## config.mk

```make
export PLATFORM = sky130hd
export DESIGN_NAME = mfsk_tone_synthesizer
export DESIGN_NICKNAME = d
export VERILOG_FILES = /design/src/rtl/mfsk_pkg.sv /design/src/rtl/mfsk_cfg.sv /design/src/rtl/mfsk_mul.sv /design/src/rtl/mfsk_core.sv /design/src/rtl/mfsk_tone_synthesizer.sv
export VERILOG_INCLUDE_DIRS = /design/src /design/src/rtl
export SDC_FILE = /design/constraint.sdc
export NUM_CORES = 2
export LEC_CHECK = 0
export BUFFER_PORTS_ARGS = -buffer_cell sky130_fd_sc_hd__buf_2
export CORE_UTILIZATION = 65
export CTS_CLUSTER_DIAMETER = 40
export DETAILED_ROUTE_END_ITERATION = 10
export PLACE_DENSITY_LB_ADDON = 0.08
export SETUP_SLACK_MARGIN = 0.2
export SYNTH_ARGS = -nofsm -noshare
export SYNTH_HDL_FRONTEND = slang
export SYNTH_SLANG_ARGS = --single-unit
export TNS_END_PERCENT = 100
```

## constraint.sdc

```tcl
create_clock -name aclk -period 8.7 [get_ports aclk]
set_input_delay 0.87 -clock aclk [delete_from_list [all_inputs] [get_ports aclk]]
set_output_delay 0.87 -clock aclk [all_outputs]
set_load 0.005 [all_outputs]
```

## src/rtl/mfsk_tone_synthesizer_assert.svh

```systemverilog
// Assertion helpers for the MFSK tone synthesizer.
// Each macro takes a label, the clock, the active-low reset and the two sides
// of the implication.
`ifndef MFSK_TONE_SYNTHESIZER_ASSERT_SVH
`define MFSK_TONE_SYNTHESIZER_ASSERT_SVH

`ifndef SYNTHESIS

`define MFSK_ASSERT_IMPLY(lbl, clk, rstn, ante, cons) \
    lbl: assert property (@(posedge clk) disable iff (!rstn) (ante) |-> (cons)) \
        else $error("mfsk assertion failed");

`define MFSK_ASSERT_NEXT(lbl, clk, rstn, ante, cons) \
    lbl: assert property (@(posedge clk) disable iff (!rstn) (ante) |=> (cons)) \
        else $error("mfsk assertion failed");

`else

`define MFSK_ASSERT_IMPLY(lbl, clk, rstn, ante, cons)

`define MFSK_ASSERT_NEXT(lbl, clk, rstn, ante, cons)

`endif

`endif

```

## src/rtl/mfsk_pkg.sv

```systemverilog
package mfsk_pkg;

    localparam int SYMBOL_COUNT    = 85;
    localparam int SINE_TABLE_BITS = 10;

    localparam int SYM_W      = (SYMBOL_COUNT > 1) ? $clog2(SYMBOL_COUNT) : 1;
    localparam int WORD_W     = 32;
    localparam int SPS_W      = 18;
    localparam int TOTAL_W    = 24;
    localparam int SPAN_W     = SPS_W + 7;
    localparam int RAMP_W     = 9;
    localparam int RSTEP_W    = 17;
    localparam int TONE_W     = 7;
    localparam int TONE_IDX_W = 7;
    localparam int CMD_W      = 2;
    localparam int SAMPLE_W   = 16;
    localparam int ANGLE_W    = 16;
    localparam int APB_ADDR_W = 5;
    localparam int APB_DATA_W = 32;
    localparam int SAMPLE_MAX = 32767;

    typedef logic [WORD_W-1:0]         word_t;
    typedef logic [2*WORD_W-1:0]       prod_t;
    typedef logic [SPS_W-1:0]          sps_t;
    typedef logic [TOTAL_W-1:0]        pos_t;
    typedef logic [SPAN_W-1:0]         span_t;
    typedef logic [SYM_W-1:0]          sym_t;
    typedef logic [TONE_W-1:0]         tone_t;
    typedef logic [TONE_IDX_W:0]       tone_idx_ext_t;
    typedef logic [RAMP_W-1:0]         ramp_t;
    typedef logic [RSTEP_W-1:0]        rstep_t;
    typedef logic signed [SAMPLE_W-1:0] sample_t;
    typedef logic [ANGLE_W-1:0]        angle_t;
    typedef logic [APB_DATA_W-1:0]     apb_data_t;

    // Quarter-wave sine polynomial coefficients, Q30
    localparam word_t SC1     = 32'd1686629713;
    localparam word_t SC3     = 32'd693598668;
    localparam word_t SC5     = 32'd85569278;
    localparam word_t SC7     = 32'd5026990;
    localparam word_t SC9     = 32'd172272;
    localparam word_t ONE_Q30 = 32'h4000_0000;
    localparam word_t AMP_Q15 = 32'd19005;
    localparam angle_t COS_OFFSET = 16'h4000;

    typedef enum logic [CMD_W-1:0] {
        CMD_LOAD    = 2'd0,
        CMD_RESTART = 2'd1,
        CMD_TICK    = 2'd2
    } cmd_t;

    typedef enum logic [2:0] {
        REG_BASE_STEP = 3'd0,
        REG_TONE_STEP = 3'd1,
        REG_SPS       = 3'd2,
        REG_TOTAL     = 3'd3,
        REG_RAMP      = 3'd4,
        REG_RAMP_STEP = 3'd5
    } reg_idx_t;

    typedef enum logic [4:0] {
        ST_IDLE,
        ST_ACTIVE,
        ST_CHECK,
        ST_WAIT,
        ST_PHASE,
        ST_SIN_A,
        ST_SIN_B,
        ST_SIN_C,
        ST_SIN_D,
        ST_SIN_E,
        ST_SIN_F,
        ST_SIN_G,
        ST_RAMP,
        ST_RAMP_ANG,
        ST_MAG,
        ST_AMP,
        ST_RND,
        ST_OUT
    } state_t;

    typedef struct packed {
        word_t  base_phase_step;
        word_t  tone_phase_step;
        sps_t   samples_per_symbol;
        pos_t   total_samples;
        ramp_t  ramp_samples;
        rstep_t ramp_phase_step;
    } cfg_t;

endpackage

```

## src/rtl/mfsk_cfg.sv

```systemverilog
module mfsk_cfg (
    input  logic                                aclk,
    input  logic                                aresetn,
    input  logic                                psel,
    input  logic                                penable,
    input  logic                                pwrite,
    input  logic [mfsk_pkg::APB_ADDR_W-1:0]     paddr,
    input  mfsk_pkg::apb_data_t                 pwdata,
    output mfsk_pkg::apb_data_t                 prdata,
    output logic                                pready,
    output mfsk_pkg::cfg_t                      cfg
);

    mfsk_pkg::word_t  base_step_reg;
    mfsk_pkg::word_t  tone_step_reg;
    mfsk_pkg::sps_t   sps_reg;
    mfsk_pkg::pos_t   total_reg;
    mfsk_pkg::ramp_t  ramp_reg;
    mfsk_pkg::rstep_t ramp_step_reg;

    mfsk_pkg::reg_idx_t reg_idx;
    logic               wr_en;

    assign reg_idx = mfsk_pkg::reg_idx_t'(paddr[mfsk_pkg::APB_ADDR_W-1:2]);
    assign wr_en   = psel && penable && pwrite && pready;
    assign pready  = 1'b1;

    always_ff @(posedge aclk) begin
        if (!aresetn) begin
            base_step_reg <= '0;
            tone_step_reg <= '0;
            sps_reg       <= mfsk_pkg::sps_t'(28800);
            total_reg     <= mfsk_pkg::pos_t'(2865600);
            ramp_reg      <= mfsk_pkg::ramp_t'(240);
            ramp_step_reg <= mfsk_pkg::rstep_t'(273);
        end else if (wr_en) begin
            case (reg_idx)
                mfsk_pkg::REG_BASE_STEP: base_step_reg <= pwdata;
                mfsk_pkg::REG_TONE_STEP: tone_step_reg <= pwdata;
                mfsk_pkg::REG_SPS:       sps_reg       <= pwdata[mfsk_pkg::SPS_W-1:0];
                mfsk_pkg::REG_TOTAL:     total_reg     <= pwdata[mfsk_pkg::TOTAL_W-1:0];
                mfsk_pkg::REG_RAMP:      ramp_reg      <= pwdata[mfsk_pkg::RAMP_W-1:0];
                mfsk_pkg::REG_RAMP_STEP: ramp_step_reg <= pwdata[mfsk_pkg::RSTEP_W-1:0];
                default: begin
                    // unmapped address: drop the write
                end
            endcase
        end
    end

    always_comb begin
        case (reg_idx)
            mfsk_pkg::REG_BASE_STEP: prdata = base_step_reg;
            mfsk_pkg::REG_TONE_STEP: prdata = tone_step_reg;
            mfsk_pkg::REG_SPS:       prdata = mfsk_pkg::apb_data_t'(sps_reg);
            mfsk_pkg::REG_TOTAL:     prdata = mfsk_pkg::apb_data_t'(total_reg);
            mfsk_pkg::REG_RAMP:      prdata = mfsk_pkg::apb_data_t'(ramp_reg);
            mfsk_pkg::REG_RAMP_STEP: prdata = mfsk_pkg::apb_data_t'(ramp_step_reg);
            default:                 prdata = '0;
        endcase
    end

    assign cfg.base_phase_step    = base_step_reg;
    assign cfg.tone_phase_step    = tone_step_reg;
    assign cfg.samples_per_symbol = sps_reg;
    assign cfg.total_samples      = total_reg;
    assign cfg.ramp_samples       = ramp_reg;
    assign cfg.ramp_phase_step    = ramp_step_reg;

endmodule

```

## src/rtl/mfsk_mul.sv

```systemverilog
module mfsk_mul (
    input  logic            aclk,
    input  mfsk_pkg::word_t mul_a,
    input  mfsk_pkg::word_t mul_b,
    output mfsk_pkg::prod_t mul_p
);

    mfsk_pkg::word_t a_reg;
    mfsk_pkg::word_t b_reg;
    mfsk_pkg::prod_t p_reg;

    // Operands registered, then the product registered
    always_ff @(posedge aclk) begin
        a_reg <= mul_a;
        b_reg <= mul_b;
        p_reg <= mfsk_pkg::prod_t'(a_reg) * mfsk_pkg::prod_t'(b_reg);
    end

    assign mul_p = p_reg;

endmodule

```

## src/rtl/mfsk_core.sv

```systemverilog
module mfsk_core (
    input  logic                            aclk,
    input  logic                            aresetn,
    input  mfsk_pkg::cfg_t                  cfg,
    input  logic                            s_tvalid,
    output logic                            s_tready,
    input  logic [mfsk_pkg::SAMPLE_W-1:0]   s_tdata,
    input  logic [mfsk_pkg::CMD_W-1:0]      s_tuser,
    output logic                            m_tvalid,
    input  logic                            m_tready,
    output mfsk_pkg::sample_t               m_tdata,
    output logic [0:0]                      m_tuser,
    output logic                            m_tlast,
    output mfsk_pkg::word_t                 mul_a,
    output mfsk_pkg::word_t                 mul_b,
    input  mfsk_pkg::prod_t                 mul_p
);

    `include "mfsk_tone_synthesizer_assert.svh"

    // control state
    mfsk_pkg::state_t  state_reg, state_next;
    mfsk_pkg::state_t  ret_reg, ret_next;
    mfsk_pkg::pos_t    pos_reg, pos_next;
    mfsk_pkg::sps_t    sym_cnt_reg, sym_cnt_next;
    mfsk_pkg::sym_t    sym_reg, sym_next;
    mfsk_pkg::word_t   phase_reg, phase_next;
    logic              m_tvalid_reg, m_tvalid_next;

    // working registers
    logic              ramp_pass_reg, ramp_pass_next;
    mfsk_pkg::word_t   phase_sum_reg, phase_sum_next;
    mfsk_pkg::span_t   span_reg;
    mfsk_pkg::pos_t    active_reg, active_next;
    mfsk_pkg::pos_t    edge_dist_reg, edge_dist_next;
    mfsk_pkg::angle_t  sin_angle_reg, sin_angle_next;
    mfsk_pkg::word_t   x_reg, x_next;
    mfsk_pkg::word_t   x2_reg, x2_next;
    mfsk_pkg::word_t   mag_reg, mag_next;
    logic              neg_reg, neg_next;
    mfsk_pkg::word_t   gain_reg, gain_next;
    mfsk_pkg::sample_t res_sample_reg, res_sample_next;
    logic              res_done_reg, res_done_next;
    logic              res_last_reg, res_last_next;
    mfsk_pkg::sample_t m_tdata_reg, m_tdata_next;
    logic              m_tuser_reg, m_tuser_next;
    logic              m_tlast_reg, m_tlast_next;

    mfsk_pkg::tone_t   tone_mem [mfsk_pkg::SYMBOL_COUNT];
    mfsk_pkg::tone_t   tone_rd_reg;
    logic              tone_we;

    // datapath helpers
    logic                            in_accept;
    mfsk_pkg::cmd_t                  in_cmd;
    logic [mfsk_pkg::TONE_IDX_W-1:0] in_idx;
    mfsk_pkg::tone_t                 in_tone;
    mfsk_pkg::word_t                 prod_hi;
    logic [14:0]                     fold_r;
    mfsk_pkg::pos_t                  pos_inc;
    mfsk_pkg::pos_t                  from_end;
    mfsk_pkg::pos_t                  edge_min;
    mfsk_pkg::sps_t                  cnt_inc;
    mfsk_pkg::word_t                 phase_new;
    mfsk_pkg::pos_t                  active_min;
    logic                            ramp_unity;
    logic [32:0]                     cos_v;
    mfsk_pkg::word_t                 cos_half;
    mfsk_pkg::word_t                 gain_cos;
    logic [47:0]                     rnd;
    logic [17:0]                     amp_v;
    mfsk_pkg::sample_t               amp_clip;

    assign in_accept = s_tvalid && s_tready;
    assign in_cmd    = mfsk_pkg::cmd_t'(s_tuser);
    assign in_idx    = s_tdata[mfsk_pkg::TONE_IDX_W-1:0];
    assign in_tone   = s_tdata[mfsk_pkg::TONE_IDX_W +: mfsk_pkg::TONE_W];

    assign prod_hi   = mul_p[61:30];
    // fold the angle into the first quadrant
    assign fold_r    = sin_angle_reg[14] ? (15'd16384 - {1'b0, sin_angle_reg[13:0]})
                                         : {1'b0, sin_angle_reg[13:0]};
    assign pos_inc   = pos_reg + 1'b1;
    assign from_end  = active_reg - pos_reg;
    assign edge_min  = (pos_inc < from_end) ? pos_inc : from_end;
    assign cnt_inc   = sym_cnt_reg + 1'b1;
    assign phase_new = phase_sum_reg + mul_p[mfsk_pkg::WORD_W-1:0];
    assign active_min = (span_reg > mfsk_pkg::span_t'(cfg.total_samples))
                      ? cfg.total_samples : span_reg[mfsk_pkg::TOTAL_W-1:0];
    assign ramp_unity = (cfg.ramp_samples == '0) || (active_reg <= mfsk_pkg::pos_t'(1))
                     || (edge_dist_reg >= mfsk_pkg::pos_t'(cfg.ramp_samples));

    // raised-cosine gain from the cosine magnitude and sign
    always_comb begin
        if (sin_angle_reg[15]) begin
            cos_v = {1'b0, mfsk_pkg::ONE_Q30} + {1'b0, prod_hi};
        end else if (prod_hi > mfsk_pkg::ONE_Q30) begin
            cos_v = '0;
        end else begin
            cos_v = {1'b0, mfsk_pkg::ONE_Q30 - prod_hi};
        end
    end
    assign cos_half = cos_v[32:1];
    assign gain_cos = (cos_half > mfsk_pkg::ONE_Q30) ? mfsk_pkg::ONE_Q30 : cos_half;

    assign rnd      = mul_p[47:0] + (48'd1 << 29);
    assign amp_v    = rnd[47:30];
    assign amp_clip = (amp_v > 18'(mfsk_pkg::SAMPLE_MAX))
                    ? mfsk_pkg::sample_t'(mfsk_pkg::SAMPLE_MAX) : mfsk_pkg::sample_t'(amp_v[15:0]);

    assign s_tready = (state_reg == mfsk_pkg::ST_IDLE);
    assign m_tvalid = m_tvalid_reg;
    assign m_tdata  = m_tdata_reg;
    assign m_tuser  = m_tuser_reg;
    assign m_tlast  = m_tlast_reg;

    always_comb begin
        state_next      = state_reg;
        ret_next        = ret_reg;
        pos_next        = pos_reg;
        sym_cnt_next    = sym_cnt_reg;
        sym_next        = sym_reg;
        phase_next      = phase_reg;
        m_tvalid_next   = m_tvalid_reg;
        ramp_pass_next  = ramp_pass_reg;
        phase_sum_next  = phase_sum_reg;
        active_next     = active_reg;
        edge_dist_next  = edge_dist_reg;
        sin_angle_next  = sin_angle_reg;
        x_next          = x_reg;
        x2_next         = x2_reg;
        mag_next        = mag_reg;
        neg_next        = neg_reg;
        gain_next       = gain_reg;
        res_sample_next = res_sample_reg;
        res_done_next   = res_done_reg;
        res_last_next   = res_last_reg;
        m_tdata_next    = m_tdata_reg;
        m_tuser_next    = m_tuser_reg;
        m_tlast_next    = m_tlast_reg;
        mul_a           = '0;
        mul_b           = '0;
        tone_we         = 1'b0;

        if (m_tvalid_reg && m_tready) begin
            m_tvalid_next = 1'b0;
        end

        case (state_reg)
            mfsk_pkg::ST_IDLE: begin
                if (in_accept) begin
                    case (in_cmd)
                        mfsk_pkg::CMD_LOAD: begin
                            tone_we = ({1'b0, in_idx}
                                    < mfsk_pkg::tone_idx_ext_t'(mfsk_pkg::SYMBOL_COUNT));
                        end
                        mfsk_pkg::CMD_RESTART: begin
                            pos_next     = '0;
                            sym_cnt_next = '0;
                            sym_next     = '0;
                            phase_next   = '0;
                        end
                        mfsk_pkg::CMD_TICK: begin
                            state_next = mfsk_pkg::ST_ACTIVE;
                        end
                        default: begin
                            // unused command: drop the item
                        end
                    endcase
                end
            end
            mfsk_pkg::ST_ACTIVE: begin
                active_next    = active_min;
                phase_sum_next = phase_reg + cfg.base_phase_step;
                state_next     = mfsk_pkg::ST_CHECK;
            end
            mfsk_pkg::ST_CHECK: begin
                res_sample_next = '0;
                if (pos_reg >= cfg.total_samples) begin
                    // past the period: hold position, flag done
                    res_done_next = 1'b1;
                    res_last_next = 1'b0;
                    state_next    = mfsk_pkg::ST_OUT;
                end else begin
                    pos_next      = pos_inc;
                    res_done_next = (pos_inc == cfg.total_samples);
                    res_last_next = (pos_inc == cfg.total_samples);
                    if (pos_reg < active_reg) begin
                        edge_dist_next = edge_min;
                        if (cnt_inc >= cfg.samples_per_symbol) begin
                            sym_cnt_next = '0;
                            if (sym_reg != mfsk_pkg::sym_t'(mfsk_pkg::SYMBOL_COUNT - 1)) begin
                                sym_next = sym_reg + 1'b1;
                            end
                        end else begin
                            sym_cnt_next = cnt_inc;
                        end
                        mul_a      = cfg.tone_phase_step;
                        mul_b      = mfsk_pkg::word_t'(tone_rd_reg);
                        ret_next   = mfsk_pkg::ST_PHASE;
                        state_next = mfsk_pkg::ST_WAIT;
                    end else begin
                        state_next = mfsk_pkg::ST_OUT;
                    end
                end
            end
            mfsk_pkg::ST_WAIT: begin
                state_next = ret_reg;
            end
            mfsk_pkg::ST_PHASE: begin
                phase_next     = phase_new;
                sin_angle_next = {phase_new[mfsk_pkg::WORD_W-1 -: mfsk_pkg::SINE_TABLE_BITS],
                                  {(mfsk_pkg::ANGLE_W - mfsk_pkg::SINE_TABLE_BITS){1'b0}}};
                ramp_pass_next = 1'b0;
                state_next     = mfsk_pkg::ST_SIN_A;
            end
            mfsk_pkg::ST_SIN_A: begin
                x_next     = {1'b0, fold_r, 16'd0};
                mul_a      = {1'b0, fold_r, 16'd0};
                mul_b      = {1'b0, fold_r, 16'd0};
                ret_next   = mfsk_pkg::ST_SIN_B;
                state_next = mfsk_pkg::ST_WAIT;
            end
            mfsk_pkg::ST_SIN_B: begin
                x2_next    = prod_hi;
                mul_a      = mfsk_pkg::SC9;
                mul_b      = prod_hi;
                ret_next   = mfsk_pkg::ST_SIN_C;
                state_next = mfsk_pkg::ST_WAIT;
            end
            mfsk_pkg::ST_SIN_C: begin
                mul_a      = mfsk_pkg::SC7 - prod_hi;
                mul_b      = x2_reg;
                ret_next   = mfsk_pkg::ST_SIN_D;
                state_next = mfsk_pkg::ST_WAIT;
            end
            mfsk_pkg::ST_SIN_D: begin
                mul_a      = mfsk_pkg::SC5 - prod_hi;
                mul_b      = x2_reg;
                ret_next   = mfsk_pkg::ST_SIN_E;
                state_next = mfsk_pkg::ST_WAIT;
            end
            mfsk_pkg::ST_SIN_E: begin
                mul_a      = mfsk_pkg::SC3 - prod_hi;
                mul_b      = x2_reg;
                ret_next   = mfsk_pkg::ST_SIN_F;
                state_next = mfsk_pkg::ST_WAIT;
            end
            mfsk_pkg::ST_SIN_F: begin
                mul_a      = mfsk_pkg::SC1 - prod_hi;
                mul_b      = x_reg;
                ret_next   = mfsk_pkg::ST_SIN_G;
                state_next = mfsk_pkg::ST_WAIT;
            end
            mfsk_pkg::ST_SIN_G: begin
                if (ramp_pass_reg) begin
                    gain_next  = gain_cos;
                    state_next = mfsk_pkg::ST_MAG;
                end else begin
                    mag_next   = prod_hi;
                    neg_next   = sin_angle_reg[15];
                    state_next = mfsk_pkg::ST_RAMP;
                end
            end
            mfsk_pkg::ST_RAMP: begin
                if (ramp_unity) begin
                    gain_next  = mfsk_pkg::ONE_Q30;
                    state_next = mfsk_pkg::ST_MAG;
                end else begin
                    mul_a      = mfsk_pkg::word_t'(cfg.ramp_phase_step);
                    mul_b      = mfsk_pkg::word_t'(edge_dist_reg[mfsk_pkg::RAMP_W-1:0]);
                    ret_next   = mfsk_pkg::ST_RAMP_ANG;
                    state_next = mfsk_pkg::ST_WAIT;
                end
            end
            mfsk_pkg::ST_RAMP_ANG: begin
                // cosine as sine a quarter turn on
                sin_angle_next = mul_p[16:1] + mfsk_pkg::COS_OFFSET;
                ramp_pass_next = 1'b1;
                state_next     = mfsk_pkg::ST_SIN_A;
            end
            mfsk_pkg::ST_MAG: begin
                mul_a      = mag_reg;
                mul_b      = gain_reg;
                ret_next   = mfsk_pkg::ST_AMP;
                state_next = mfsk_pkg::ST_WAIT;
            end
            mfsk_pkg::ST_AMP: begin
                mul_a      = prod_hi;
                mul_b      = mfsk_pkg::AMP_Q15;
                ret_next   = mfsk_pkg::ST_RND;
                state_next = mfsk_pkg::ST_WAIT;
            end
            mfsk_pkg::ST_RND: begin
                res_sample_next = neg_reg ? -amp_clip : amp_clip;
                state_next      = mfsk_pkg::ST_OUT;
            end
            mfsk_pkg::ST_OUT: begin
                // hold until the output register is free
                if (!m_tvalid_reg || m_tready) begin
                    m_tvalid_next = 1'b1;
                    m_tdata_next  = res_sample_reg;
                    m_tuser_next  = res_done_reg;
                    m_tlast_next  = res_last_reg;
                    state_next    = mfsk_pkg::ST_IDLE;
                end
            end
            default: begin
                state_next = mfsk_pkg::ST_IDLE;
            end
        endcase
    end

    always_ff @(posedge aclk) begin
        if (!aresetn) begin
            state_reg    <= mfsk_pkg::ST_IDLE;
            ret_reg      <= mfsk_pkg::ST_IDLE;
            pos_reg      <= '0;
            sym_cnt_reg  <= '0;
            sym_reg      <= '0;
            phase_reg    <= '0;
            m_tvalid_reg <= 1'b0;
        end else begin
            state_reg    <= state_next;
            ret_reg      <= ret_next;
            pos_reg      <= pos_next;
            sym_cnt_reg  <= sym_cnt_next;
            sym_reg      <= sym_next;
            phase_reg    <= phase_next;
            m_tvalid_reg <= m_tvalid_next;
        end
    end

    always_ff @(posedge aclk) begin
        ramp_pass_reg  <= ramp_pass_next;
        phase_sum_reg  <= phase_sum_next;
        span_reg       <= mfsk_pkg::span_t'(cfg.samples_per_symbol)
                        * mfsk_pkg::span_t'(mfsk_pkg::SYMBOL_COUNT);
        active_reg     <= active_next;
        edge_dist_reg  <= edge_dist_next;
        sin_angle_reg  <= sin_angle_next;
        x_reg          <= x_next;
        x2_reg         <= x2_next;
        mag_reg        <= mag_next;
        neg_reg        <= neg_next;
        gain_reg       <= gain_next;
        res_sample_reg <= res_sample_next;
        res_done_reg   <= res_done_next;
        res_last_reg   <= res_last_next;
        m_tdata_reg    <= m_tdata_next;
        m_tuser_reg    <= m_tuser_next;
        m_tlast_reg    <= m_tlast_next;
    end

    always_ff @(posedge aclk) begin
        if (tone_we) begin
            tone_mem[in_idx[mfsk_pkg::SYM_W-1:0]] <= in_tone;
        end
        tone_rd_reg <= tone_mem[sym_reg];
    end

    `MFSK_ASSERT_IMPLY(a_pos_step, aclk, aresetn, !$stable(pos_reg),
        (pos_reg == $past(pos_reg) + 1'b1) || (pos_reg == '0))
    `MFSK_ASSERT_IMPLY(a_sym_step, aclk, aresetn, !$stable(sym_reg),
        (sym_reg == $past(sym_reg) + 1'b1) || (sym_reg == '0))
    `MFSK_ASSERT_NEXT(a_tick_starts, aclk, aresetn,
        in_accept && (in_cmd == mfsk_pkg::CMD_TICK), state_reg == mfsk_pkg::ST_ACTIVE)
    `MFSK_ASSERT_NEXT(a_result_loaded, aclk, aresetn,
        (state_reg == mfsk_pkg::ST_OUT) && (!m_tvalid_reg || m_tready),
        m_tvalid_reg && (state_reg == mfsk_pkg::ST_IDLE))
    `MFSK_ASSERT_IMPLY(a_gain_range, aclk, aresetn, state_reg == mfsk_pkg::ST_MAG,
        gain_reg <= mfsk_pkg::ONE_Q30)

endmodule

```

## src/rtl/mfsk_tone_synthesizer.sv

```systemverilog
// Channel   Dir  Handshake          Payload
// s_        in   s_tvalid/s_tready  tdata: tone_index, tone_value; tuser: cmd
// m_        out  m_tvalid/m_tready  tdata: sample; tuser: done_res; tlast: last
// APB       in   psel/penable       six registers at byte address 4*i
//
// Load and restart items are handled in the idle state. A tick in the active span
// runs the sine polynomial on the single 32x32 multiplier once per sample, and again
// for the ramp cosine inside an edge ramp. A silent or past-the-period tick skips
// the multiplier.
// Reset is synchronous, active low; the tone table is not cleared.
// A finished item waits in the output register; the next item is taken meanwhile.
module mfsk_tone_synthesizer (
    input  logic                            aclk,
    input  logic                            aresetn,
    input  logic                            s_tvalid,
    output logic                            s_tready,
    input  logic [15:0]                     s_tdata,   // [6:0] tone_index, [13:7] tone_value
    input  logic [1:0]                      s_tuser,   // [1:0] cmd
    output logic                            m_tvalid,
    input  logic                            m_tready,
    output logic signed [15:0]              m_tdata,   // [15:0] sample
    output logic [0:0]                      m_tuser,   // [0] done_res
    output logic                            m_tlast,
    input  logic                            psel,
    input  logic                            penable,
    input  logic                            pwrite,
    input  logic [mfsk_pkg::APB_ADDR_W-1:0] paddr,
    input  logic [31:0]                     pwdata,
    output logic [31:0]                     prdata,
    output logic                            pready
);

    mfsk_pkg::cfg_t  cfg;
    mfsk_pkg::word_t mul_a;
    mfsk_pkg::word_t mul_b;
    mfsk_pkg::prod_t mul_p;

    mfsk_cfg u_cfg (
        .aclk    (aclk),
        .aresetn (aresetn),
        .psel    (psel),
        .penable (penable),
        .pwrite  (pwrite),
        .paddr   (paddr),
        .pwdata  (pwdata),
        .prdata  (prdata),
        .pready  (pready),
        .cfg     (cfg)
    );

    mfsk_mul u_mul (
        .aclk  (aclk),
        .mul_a (mul_a),
        .mul_b (mul_b),
        .mul_p (mul_p)
    );

    mfsk_core u_core (
        .aclk     (aclk),
        .aresetn  (aresetn),
        .cfg      (cfg),
        .s_tvalid (s_tvalid),
        .s_tready (s_tready),
        .s_tdata  (s_tdata),
        .s_tuser  (s_tuser),
        .m_tvalid (m_tvalid),
        .m_tready (m_tready),
        .m_tdata  (m_tdata),
        .m_tuser  (m_tuser),
        .m_tlast  (m_tlast),
        .mul_a    (mul_a),
        .mul_b    (mul_b),
        .mul_p    (mul_p)
    );

endmodule
```

==> metrics.csv <==
metric;value;unit
critical-path maximum fanout;10;
Mean Syn Cell Area;10.75;sq um
placed cell count;10350;
Placement Cell Area;95520;sq um
Pre-antenna DRT Iters;7;
slew margin rel.;8.321;%
CTS Hold Bufs;0;
FILL cells;10020;
Post-Synth Simple-Gate Area;13.18;%
largest net degree at the start of global routing;86;
CTS clock-pin slew for the worst setup and hold paths;60;ps
GP Congestion;0.9940;
vias in the first global route;68330;
worst path required time;9340;ps
share of post-route cells with drive strength above 1;9.851;%
top_reg_cell synth;edfxtp_1;
setup repair bufs after CTS;0;
Worst R2R End;u_mul.mul_p[52]$_DFF_P_;
die width;380.2;um
post-route ant nets;0;
post-synthesis xor/xnor area fraction;2.505;%
commonest non-fill, non-tap cell in the layout;inv_1;
Pleak;42.32;nW
Hold WC Path Type;in2reg;
DR DRC count;0;
Hold Crit Depth;1;
worst path cell trace;buf_4 -> nand2_1 -> fa_1 -> inv_1 -> fa_1 -> inv_1 -> fa_1 -> fa_1 -> inv_1 -> fa_1 -> fa_1 -> fa_1 -> fa_1 -> ha_1 -> a211o_1 -> a21oi_1 -> a21o_1 -> a221oi_1 -> a21oi_1 -> o21ai_0 -> a21boi_0 -> o21ai_0 -> xor2_1;
CP max stage cell;dfxtp_1;
Clk Latency, worst-skew pair;830;ps
hpwl dp;194200;um
Layout Cells excl Fill;10650;
part of the cycle the worst path needs;95.04;%
Synth Cell Area;93000;sq um
warnings from Yosys;0;
Startpoint Class;register;
Initial Utilization;65.60;%
FP Rows;138;
CTS resizes;0;
FF-to-FF Start;u_mul.a_reg[2]$_DFF_P_;
Post-synth EDFFs;840;
post-synth net total;10170;
TNS Setup;0;ps
fin worst setup slack;431.2;ps
Synth Area in Compound Gates;9.066;%
initial antenna violation count;24;
clk sink count;1222;
total CTS buffers;154;
GRT Overall Usage;37.22;%
Setup violations, final;0;
Die Ht;380.2;um
Clock Skews;69.53;ps
CTS H-tree depth;4;
reg-to-reg slack, setup;430;ps
Longest Clk Path Bufs;3;
vias per cell;6.302;
Max Slew Vio Count;0;
Worst-Margin Slew;1375;ps
Core Util, Final;71.24;%
Final Hold Vio Count;0;
fmax;120.9;MHz
post-synthesis mux area share;6.198;%
worst stage delay on the critical path;950;ps
Power Dens Cells;136.8;nW/um^2
Power Total;13.82;mW
area delta synth->final;8.600;%
Post-Route WL;264200;um
dpl ws;445.7;ps
final hold slack;267.4;ps
PortBufs;109;
core footprint;141800;sq um
post-DR wirelength/cell;24.80;um
Final min period;8269;ps
Critical Path AT;8910;ps
most used cell, CP;fa_1;
cells on worst reg2reg path;23;
cell area after layout;101000;sq um
TritonCTS clock tree;done;
Final Net Count;10140;
max capacitance violation total;0;
root buffer cell;clkbuf_16;
post-synth cell types;104;
min-delay src;s_tdata[9];
Peak supply drop;0.2191;mV
Via Count;67130;
post-synthesis adder-cell area fraction;27.07;%
global-route wire length before repair;408700;um
Synth Register Bits;1222;
Async S/R FF share, synth;0;%
max reg flops;595;
Die ar.;144600;sq um
gr ovfl total;0;
sequential share of the synthesized area;35.35;%
critical setup path kind;reg2reg;
RSZ-0062 raised after global routing;no;
Setup crit end kind;register;
largest family of logic cells by synthesized area;adder cells;
outcome;completed;
DR iter-0 viols;7379;
Cells after Synth;8649;
Hold Path Sink;u_core.tone_mem[78][2]$_DFFE_PP_;
most frequent cells in the layout;1147 x inv_1, 940 x nand2_1, 927 x fa_1;
IO Count;115;
-- layer usage --
metal	wire (um)	track usage, %	part of all wire, %
met3	28450	8.358	11
met5	179	0	0.068
met1	102100	50.67	39
met4	12790	16.24	4.8
met2	120600	57.68	46
-- cells in the mapped netlist, drive strengths merged, types with 50 or more instances --
| library cell | n | area share [%] |
|---|---|---|
| nor2b | 55 | 0.37 |
| ha | 529 | 7.1 |
| mux2i | 109 | 1.2 |
| dfxtp | 382 | 8.2 |
| buf | 62 | 0.34 |
| edfxtp | 840 | 27 |
| a211oi | 50 | 0.41 |
| xnor2 | 194 | 1.8 |
| nand4 | 55 | 0.38 |
| xor2 | 72 | 0.68 |
| inv | 1149 | 4.6 |
| nand2 | 942 | 3.8 |
| a21oi | 384 | 2.1 |
| a21o | 130 | 1.0 |
| and2 | 628 | 4.2 |
| a221o | 55 | 0.59 |
| o21ai | 241 | 1.3 |
| nor2 | 347 | 1.4 |
| fa | 927 | 20 |
| mux4 | 191 | 4.6 |
| clkbuf | 404 | 1.6 |
| nor3 | 78 | 0.45 |
| nand3 | 118 | 0.65 |
-- worst max path at each step --
stage	from	endpoint	slack (ps)	cells after the start
2_1_floorplan	u_mul.b_reg[8]$_DFF_P_	u_mul.mul_p[58]$_DFF_P_	1670	24
3_3_place_gp	u_mul.a_reg[15]$_DFF_P_	u_mul.mul_p[58]$_DFF_P_	550	23
3_5_place_dp	u_mul.a_reg[15]$_DFF_P_	u_mul.mul_p[52]$_DFF_P_	450	22
4_1_cts	u_mul.a_reg[15]$_DFF_P_	u_mul.mul_p[52]$_DFF_P_	390	22
5_1_grt	u_mul.a_reg[17]$_DFF_P_	u_mul.mul_p[52]$_DFF_P_	210	23
6_report	u_mul.a_reg[2]$_DFF_P_	u_mul.mul_p[52]$_DFF_P_	430	23
-- report_power, final --
| part | leakage [nW] | switching [mW] | internal (mW) |
|---|---|---|---|
| logic | 29.1 | 0.528 | 0.257 |
| clock network | 2.63 | 2.81 | 3.86 |
| registers | 10.6 | 0.0716 | 6.28 |
-- final cells by class --
cell class                      instances  area (sq um)  share of cell area (%)
Timing Repair Buffer                  281          1874                   1.856
Antenna cell                           12         30.03                 0.02973
Tap cell                             1890          2365                   2.342
Clock buffer                          177          4023                   3.983
Sequential cell                      1222         32900                   32.57
Multi-Input combinational cell       5809         54070                   53.54
Inverter                             1152          4329                   4.287
Clock inverter                        109          1406                   1.393
-- cells by family after synthesis --
family                   after synthesis
XOR/XNOR                             266
other                                  2
AND/OR/NAND/NOR                     2478
AO/OA/AOI/OAI                       1274
adder cells (fa/ha/maj)             1456
buffers and inverters               1618
multiplexers                         333
flip-flops                          1222
-- critical path, delay by kind of cell (launching register included) --
| kind | cells | cell delay (ps) |
|---|---|---|
| buffers and inverters | 4 | 640 |
| DFF | 1 | 950 |
| xor gates and xnor gates | 1 | 160 |
| adders and majority gates | 9 | 3980 |
| AOI/OAI and AO/OA | 8 | 2250 |
| and+or+nand+nor | 1 | 90 |
Power figures use the tool's default switching activity.
